## src/rtl/core/rmsb_pkg.sv

```systemverilog
`default_nettype none

package rmsb_pkg;

    // Fixed field and state widths
    localparam int AXIS_W   = 16;
    localparam int MAG_W    = 17;
    localparam int SUM_W    = 37;
    localparam int IDX_W    = 7;
    localparam int CNT_W    = 5;
    localparam int N3_W     = 7;
    localparam int RMS_W    = 15;
    localparam int ROOT_W   = 16;
    localparam int RAD_W    = 32;
    localparam int REM_W    = 17;
    localparam int ALU_W    = 19;
    localparam int STEP_W   = 6;

    // Configuration port
    localparam int ADDR_W   = 3;
    localparam int DATA_W   = 32;
    localparam logic [ADDR_W-1:0] ADDR_SAMPLE_COUNT = 3'd0;
    localparam logic [CNT_W-1:0]  SAMPLE_COUNT_RST  = 5'd16;

    // Last step indices of the shared subtract unit
    localparam logic [STEP_W-1:0] DIV_LAST  = 6'(SUM_W - 1);
    localparam logic [STEP_W-1:0] SQRT_LAST = 6'(ROOT_W - 1);

    typedef logic [SUM_W-1:0]  t_sum;
    typedef logic [IDX_W-1:0]  t_idx;
    typedef logic [ALU_W-1:0]  t_alu;

endpackage

`default_nettype wire

```

## src/rtl/core/rms_over_sample_burst.sv

```systemverilog
`default_nettype none

// RMS over a burst of interleaved x, y, z accelerometer words. Each burst drops its first
// DISCARD_VALUES words, then sums the exact squares of the next 3 x sample_count words and
// returns floor(sqrt(floor(sum / (3 x sample_count)))), saturated to 32767, before it rearms.
// A word with burst_start high restarts the count. sample_count (APB offset 0, reset 16)
// saturates to the range 1 .. FIFO_SAMPLES-3. A word that is not the last of a burst is
// accepted in S_IDLE, then squared (17 x 17) and accumulated in S_ACC before the next word is
// taken. After the last word of a burst, a single 19-bit subtract-and-compare unit first
// runs 37 restoring divide steps and then 16 digit-by-digit square root steps. A finished
// result waits in the output register while the next words are taken.
module rms_over_sample_burst #(
    parameter int FIFO_SAMPLES   = 32,
    parameter int DISCARD_VALUES = 9
) (
    input  wire                                  i_clk,
    input  wire                                  i_rst_n,
    // input words
    input  wire                                  i_valid,
    output logic                                 o_ready,
    input  wire signed [rmsb_pkg::AXIS_W-1:0]    i_axis_value,
    input  wire                                  i_burst_start,
    // results
    output logic                                 o_valid,
    input  wire                                  i_ready,
    output logic [rmsb_pkg::RMS_W-1:0]           o_rms_value,
    // configuration
    input  wire                                  psel,
    input  wire                                  penable,
    input  wire                                  pwrite,
    input  wire [rmsb_pkg::ADDR_W-1:0]           paddr,
    input  wire [rmsb_pkg::DATA_W-1:0]           pwdata,
    output logic [rmsb_pkg::DATA_W-1:0]          prdata,
    output logic                                 pready
);

    import rmsb_pkg::*;

    localparam logic [2:0] S_IDLE = 3'd0;
    localparam logic [2:0] S_ACC  = 3'd1;
    localparam logic [2:0] S_DIV  = 3'd2;
    localparam logic [2:0] S_SQRT = 3'd3;
    localparam logic [2:0] S_DONE = 3'd4;

    localparam logic [CNT_W-1:0] CNT_MAX  = CNT_W'(FIFO_SAMPLES - 3);
    localparam t_idx             DISCARD  = IDX_W'(DISCARD_VALUES);
    localparam t_idx             END_MAX  = IDX_W'(DISCARD_VALUES + 3 * (FIFO_SAMPLES - 3));

    logic [2:0]         r_state, n_state;
    logic [CNT_W-1:0]   r_sample_count;
    t_sum               r_sum, n_sum;
    t_idx               r_index, n_index;
    logic [MAG_W-1:0]   r_mag, n_mag;
    logic               r_keep, n_keep;
    logic               r_last, n_last;
    logic [N3_W-1:0]    r_n3, n_n3;
    logic [REM_W-1:0]   r_rem, n_rem;
    logic [ROOT_W-1:0]  r_root, n_root;
    logic [STEP_W-1:0]  r_step, n_step;
    logic               r_out_valid, n_out_valid;
    logic [RMS_W-1:0]   r_rms, n_rms;

    logic [CNT_W-1:0]   eff_count;
    logic [N3_W-1:0]    n3_cur;
    t_idx               end_cur;
    t_idx               idx_base;
    t_idx               idx_inc;
    logic [MAG_W-1:0]   mag_in;
    logic [2*MAG_W-1:0] square;
    t_alu               alu_a, alu_b, alu_diff;
    logic               alu_borrow;
    logic               alu_ge;
    logic               accept;
    logic               cfg_write;
    logic               out_free;

    // Configuration register
    assign pready    = 1'b1;
    assign cfg_write = psel && penable && pwrite && pready && (paddr == ADDR_SAMPLE_COUNT);
    assign prdata    = (paddr == ADDR_SAMPLE_COUNT) ? DATA_W'(r_sample_count) : '0;

    always_ff @(posedge i_clk) begin
        if (!i_rst_n) begin
            r_sample_count <= SAMPLE_COUNT_RST;
        end else if (cfg_write) begin
            r_sample_count <= pwdata[CNT_W-1:0];
        end
    end

    // Saturate the count and derive the burst length
    always_comb begin
        eff_count = r_sample_count;
        if (eff_count == '0) begin
            eff_count = CNT_W'(1);
        end
        if (eff_count > CNT_MAX) begin
            eff_count = CNT_MAX;
        end
        n3_cur  = (N3_W'(eff_count) << 1) + N3_W'(eff_count);
        end_cur = DISCARD + IDX_W'(n3_cur);
    end

    // Word position and magnitude at accept
    assign idx_base = i_burst_start ? '0 : r_index;
    assign idx_inc  = idx_base + IDX_W'(1);
    assign mag_in   = i_axis_value[AXIS_W-1] ? (MAG_W'(0) - MAG_W'(i_axis_value))
                                             : MAG_W'(i_axis_value);
    assign square   = r_mag * r_mag;

    // Shared subtract-and-compare unit
    always_comb begin
        alu_a = '0;
        alu_b = '0;
        if (r_state == S_DIV) begin
            alu_a = ALU_W'({r_rem[N3_W-1:0], r_sum[SUM_W-1]});
            alu_b = ALU_W'(r_n3);
        end else begin
            alu_a = {r_rem, r_sum[RAD_W-1 -: 2]};
            alu_b = ALU_W'({r_root, 2'b01});
        end
        {alu_borrow, alu_diff} = {1'b0, alu_a} - {1'b0, alu_b};
        alu_ge = !alu_borrow;
    end

    assign accept   = i_valid && o_ready;
    assign out_free = !r_out_valid || i_ready;

    // Sequencer
    always_comb begin
        n_state     = r_state;
        n_sum       = r_sum;
        n_index     = r_index;
        n_mag       = r_mag;
        n_keep      = r_keep;
        n_last      = r_last;
        n_n3        = r_n3;
        n_rem       = r_rem;
        n_root      = r_root;
        n_step      = r_step;
        n_rms       = r_rms;
        n_out_valid = r_out_valid && !i_ready;

        unique case (r_state)
            S_IDLE: begin
                if (accept) begin
                    n_mag   = mag_in;
                    n_keep  = idx_base >= DISCARD;
                    n_last  = idx_inc >= end_cur;
                    n_index = (idx_inc >= end_cur) ? '0 : idx_inc;
                    n_n3    = n3_cur;
                    if (i_burst_start) begin
                        n_sum = '0;
                    end
                    n_state = S_ACC;
                end
            end
            S_ACC: begin
                // add the square of a kept word, then divide if the burst is complete
                if (r_keep) begin
                    n_sum = r_sum + SUM_W'(square);
                end
                n_rem  = '0;
                n_step = '0;
                n_state = r_last ? S_DIV : S_IDLE;
            end
            S_DIV: begin
                // one restoring divide step; quotient shifts into the low end
                n_rem  = alu_ge ? REM_W'(alu_diff[N3_W-1:0])
                                : REM_W'(alu_a[N3_W-1:0]);
                n_sum  = {r_sum[SUM_W-2:0], alu_ge};
                n_step = r_step + STEP_W'(1);
                if (r_step == DIV_LAST) begin
                    n_rem   = '0;
                    n_root  = '0;
                    n_step  = '0;
                    n_state = S_SQRT;
                end
            end
            S_SQRT: begin
                // one root digit per cycle from the top two radicand bits
                n_rem  = alu_ge ? alu_diff[REM_W-1:0] : alu_a[REM_W-1:0];
                n_root = {r_root[ROOT_W-2:0], alu_ge};
                n_sum  = {r_sum[SUM_W-3:0], 2'b00};
                n_step = r_step + STEP_W'(1);
                if (r_step == SQRT_LAST) begin
                    n_state = S_DONE;
                end
            end
            S_DONE: begin
                // hand the saturated root to the output register and rearm
                if (out_free) begin
                    n_rms       = r_root[ROOT_W-1] ? '1 : r_root[RMS_W-1:0];
                    n_out_valid = 1'b1;
                    n_sum       = '0;
                    n_state     = S_IDLE;
                end
            end
            default: begin
                n_state = S_IDLE;
            end
        endcase
    end

    always_ff @(posedge i_clk) begin
        if (!i_rst_n) begin
            r_state     <= S_IDLE;
            r_sum       <= '0;
            r_index     <= '0;
            r_out_valid <= 1'b0;
        end else begin
            r_state     <= n_state;
            r_sum       <= n_sum;
            r_index     <= n_index;
            r_out_valid <= n_out_valid;
        end
    end

    always_ff @(posedge i_clk) begin
        r_mag  <= n_mag;
        r_keep <= n_keep;
        r_last <= n_last;
        r_n3   <= n_n3;
        r_rem  <= n_rem;
        r_root <= n_root;
        r_step <= n_step;
        r_rms  <= n_rms;
    end

    assign o_ready     = (r_state == S_IDLE);
    assign o_valid     = r_out_valid;
    assign o_rms_value = r_rms;

    // Checks
    a_index_bound: assert property (@(posedge i_clk) disable iff (!i_rst_n)
        r_index < END_MAX)
        else $error("word position ran past the longest burst");

    a_sum_cleared: assert property (@(posedge i_clk) disable iff (!i_rst_n)
        (r_state == S_DONE && out_free) |=> (r_sum == '0 && r_index == '0 && o_valid))
        else $error("burst state not cleared after result");

    a_sqrt_steps: assert property (@(posedge i_clk) disable iff (!i_rst_n)
        (r_state == S_SQRT) |-> (r_step <= SQRT_LAST))
        else $error("square root step count overrun");

    a_div_enter: assert property (@(posedge i_clk) disable iff (!i_rst_n)
        (r_state == S_DIV && $past(r_state) != S_DIV) |-> (r_step == '0 && $past(r_last)))
        else $error("divide started without a completed burst");

endmodule

`default_nettype wire

```

## config.mk

```make
export PLATFORM = sky130hd
export DESIGN_NAME = rms_over_sample_burst
export DESIGN_NICKNAME = d
export VERILOG_FILES = /design/src/rtl/core/rmsb_pkg.sv /design/src/rtl/core/rms_over_sample_burst.sv
export SDC_FILE = /design/constraint.sdc
export NUM_CORES = 1
export LEC_CHECK = 0
export ABC_AREA = 1
export BUFFER_PORTS_ARGS = -buffer_cell sky130_fd_sc_hd__buf_2
export CAP_MARGIN = 25
export CORE_ASPECT_RATIO = 0.7
export CORE_MARGIN = 4
export CORE_UTILIZATION = 60
export DETAILED_ROUTE_END_ITERATION = 10
export PLACE_DENSITY = 0.84
export RECOVER_POWER = 50
export SYNTH_ARGS = -nofsm -noshare
export SYNTH_HDL_FRONTEND = slang
export SYNTH_SLANG_ARGS = --single-unit
```

## constraint.sdc

```tcl
create_clock -name i_clk -period 7 [get_ports i_clk]
set_input_delay 1.4 -clock i_clk [delete_from_list [all_inputs] [get_ports i_clk]]
set_output_delay 1.4 -clock i_clk [all_outputs]
set_load 0.01 [all_outputs]
```

==> reports/metrics.cfg <==
[outcome]
outcome=finished, violations left
violations=max-capacitance violations, max-slew violations

[synthesis]
synth.area.mux_share_pct=0
synth-xor-area-share_pct=2.30
ys_warn_count=0
synth-compound-area-share_pct=7.34
ys_seq_area_share_pct=19.0
yosys.area_share.simple_pct=19.5
synthArstFlopShare_pct=0
syn_area_mm2=0.0183
avgSynthCellArea_um2=7.46
synth-seq-cells=133
synthAdderAreaFrac_pct=35.1
synth_edf_count=80
ys_types=49
netlist_instances=2448
ys.flop_type=edfxtp_1
synth_top_family_by_area=adder cells

[floorplanning]
die_w_um=217
start_util_pct=60.8
rows=53
fp.dieArea_mm2=0.0333
dieHeight_um=154
io_pins=109
coreArea_mm2=0.0300

[global_routing]
grt_first_pass_wirelength_mm=74.1
grt_pass1_vias=15500
antenna_found_initial=0
grt-ovfl-total=0
grt_usage_pct=27.0
grt_max_degree=59

[drt]
wl_per_cell_um=15.1
initialDrtViolationCount=1423
drcViolationCount=0
drt-pass1-iter-count=6
vias_per_cell=5.25
num_vias=15200
wirelength_mm=43.6
ant_nets=0

[critical_path]
r2r-end=r_sum[25]$_SDFFE_PN0P_
crit_path_start=r_mag[2]$_DFFE_PP_
timing.rr.start=r_mag[2]$_DFFE_PP_
start_kind=flip-flop
regToRegSetupSlack_ns=0.46
critPathMaxFanout=18
cp-end-kind=flip-flop
r2r_cells=25
worstPathRequired_ns=7.19
worstSetupPathType=flip-flop to flip-flop
arrival_ns=6.73
endpoint=r_sum[25]$_SDFFE_PN0P_

[placed_design]
gp_congestion=0.959
dp_hpwl_mm=34.6
dp_slack_ns=0.625
port-buffer-count=53
dp.cells=2860

[layout]
fill_cells=2530
area_delta_synth_final_pct=6.03
nets=2906
multi_input_area_mm2=0.0119
final_layout_size_suffix_gt1_share_pct=4.92
stdcell_count=2894
antenna_cells=0
final_util_pct=64.5
regArea_mm2=0.00346

[cts]
cts_root_buf=clkbuf_16
clkLatencyLatePin_ns=0.43
cts_hold_buf=0
cts_tree=done
clock_sinks=133
htreeDepth=4
cts_setup_buffers=0
cts_inserted_buffers=17
cts_resized=0
clk_path_buf_depth=2
clkTransAtPathRegs_ns=0.07

[timing]
finalClockSkew_ns=0.0130
setup_ws_ns=0.465
finalSetupViolCount=0
tightest_slew_ns=2.57
fin_crit_sh_pct=93.4
clock.fmax_ghz=0.153
rsz0062_at_grt=false
maxSlewHeadroom_pct=-71.1
hold_violations=0
finalMaxSlewViolations=70
fin_setup_tns_ns=0
period_minus_slack_ns=6.54

[run]
maxCapViolations=2

[min_path]
hp-class=flip-flop to flip-flop

[per-stage QoR]
step                hold slack (ns)  area, um2
global route                  0.488      19400
detailed placement            0.459      18800
finish                        0.470      19400
global placement              0.452      18800
CTS                           0.469      19400
floorplan                     0.443      18400
[Yosys cell counts (12+ instances only)]
| cell | number | area (um2) |
|---|---|---|
| o21ai_0 | 61 | 305 |
| nand2_1 | 625 | 2350 |
| ha_1 | 154 | 1930 |
| dfxtp_1 | 53 | 1060 |
| fa_1 | 224 | 4480 |
| nand4_1 | 12 | 75.1 |
| o22ai_1 | 12 | 75.1 |
| inv_1 | 664 | 2490 |
| nand3_1 | 79 | 395 |
| edfxtp_1 | 80 | 2400 |
| buf_4 | 30 | 225 |
| xnor2_1 | 17 | 149 |
| xor2_1 | 31 | 272 |
| a21oi_1 | 120 | 601 |
| clkbuf_1 | 52 | 195 |
| nor2_1 | 123 | 462 |
| or2_2 | 13 | 81.3 |
[area by class of cell]
type / count / share of cell area (%)
clock buffer: 17 / 2.20
clock inverter: 15 / 0.840
inverter: 667 / 12.9
multi-input combinational: 1574 / 61.2
sequential: 133 / 17.9
tap: 412 / 2.66
timing repair buffer: 76 / 2.29
[state kept, by name, indices dropped and copies added, names as in the netlist]
name            flops
r_state             3
r_step              6
r_sum              37
o_valid             1
r_n3                7
r_index             7
r_sample_count      5
r_last              1
o_rms_value        15
r_rem              17
r_mag              17
r_root             16
r_keep              1
[kinds of logic (layout without fill, tap and decap cells)]
group | after synthesis | in the layout
AND/OR/NAND/NOR | 880 | 880
flip-flops | 133 | 133
adder cells (fa/ha/maj) | 378 | 378
AO/OA/AOI/OAI | 239 | 239
buffers and inverters | 768 | 775
XOR/XNOR | 48 | 48
other | 2 | 29
[cell usage in the layout, fill, tap and decap left out, types with 3 or more instances in the layout]
cell type   netlist  final
fa_1            224    224
a22oi_1           5      5
o21ai_0          61     60
a21o_1            4      4
clkbuf_16         0     17
xnor2_1          17     17
conb_1            2     29
or2_2            13     13
and2_1            4      4
nand3_1          79     79
o21bai_1          8      8
nand2_1         625    624
dfxtp_1          53     53
ha_1            154    154
nand4_1          12     12
o31ai_1           3      3
xor2_1           31     31
nor3_1           10     11
inv_2             3      3
a31oi_1           5      5
inv_1           664    664
nor2_2            3      3
inv_8             0      6
o221ai_1          7      7
o22ai_1          12     12
o21ai_1           2      3
buf_2            10     44
a21oi_1         120    120
clkinvlp_4        0      4
edfxtp_1         80     80
buf_4            30     15
nor2_1          123    123
clkbuf_1         52     15
[routing by layer]
metal | wire length [um] | up-vias | global-route usage (%)
li1 | - | 7309 | -
met1 | 19200 | 7184 | 39.0
met2 | 19900 | 653 | 43.7
met3 | 3930 | 50 | 4.68
met4 | 550 | 0 | 5.03
met5 | 0 | - | 0
[critical path, stage by stage (launching register included)]
cell and delay, ns:
edfxtp_1 1.01, nand2_1 0.23, inv_1 0.13, fa_1 0.39
inv_1 0.08, fa_1 0.45, fa_1 0.53, inv_1 0.05
fa_1 0.46, fa_1 0.55, inv_1 0.06, fa_1 0.53
inv_1 0.05, ha_1 0.35, nand2_1 0.15, nor2_1 0.30
and2_1 0.17, nand2_1 0.05, nand2_1 0.21, nand2_1 0.16
nand2_1 0.09, nand2_1 0.05, nand3_1 0.06, nand2_1 0.06
nand2_1 0.06, a21oi_1 0.07
[worst min path at each step]
stage | startpoint | to | depth (start not counted) | slack, ns
final | r_index[1]$_SDFFE_PN0P_ | r_index[1]$_SDFFE_PN0P_ | 2 | 0.47
after global placement | r_sum[29]$_SDFFE_PN0P_ | r_sum[29]$_SDFFE_PN0P_ | 2 | 0.45
after CTS | r_index[0]$_SDFFE_PN0P_ | r_index[0]$_SDFFE_PN0P_ | 2 | 0.47
after floorplan | r_sum[10]$_SDFFE_PN0P_ | r_sum[10]$_SDFFE_PN0P_ | 2 | 0.44
after detailed placement | r_index[0]$_SDFFE_PN0P_ | r_index[0]$_SDFFE_PN0P_ | 2 | 0.46
after global routing | r_sum[6]$_SDFFE_PN0P_ | r_sum[6]$_SDFFE_PN0P_ | 2 | 0.49
Power is not shown: default switching activity piles up to over one toggle a cycle in this logic, so the estimate is an artifact.
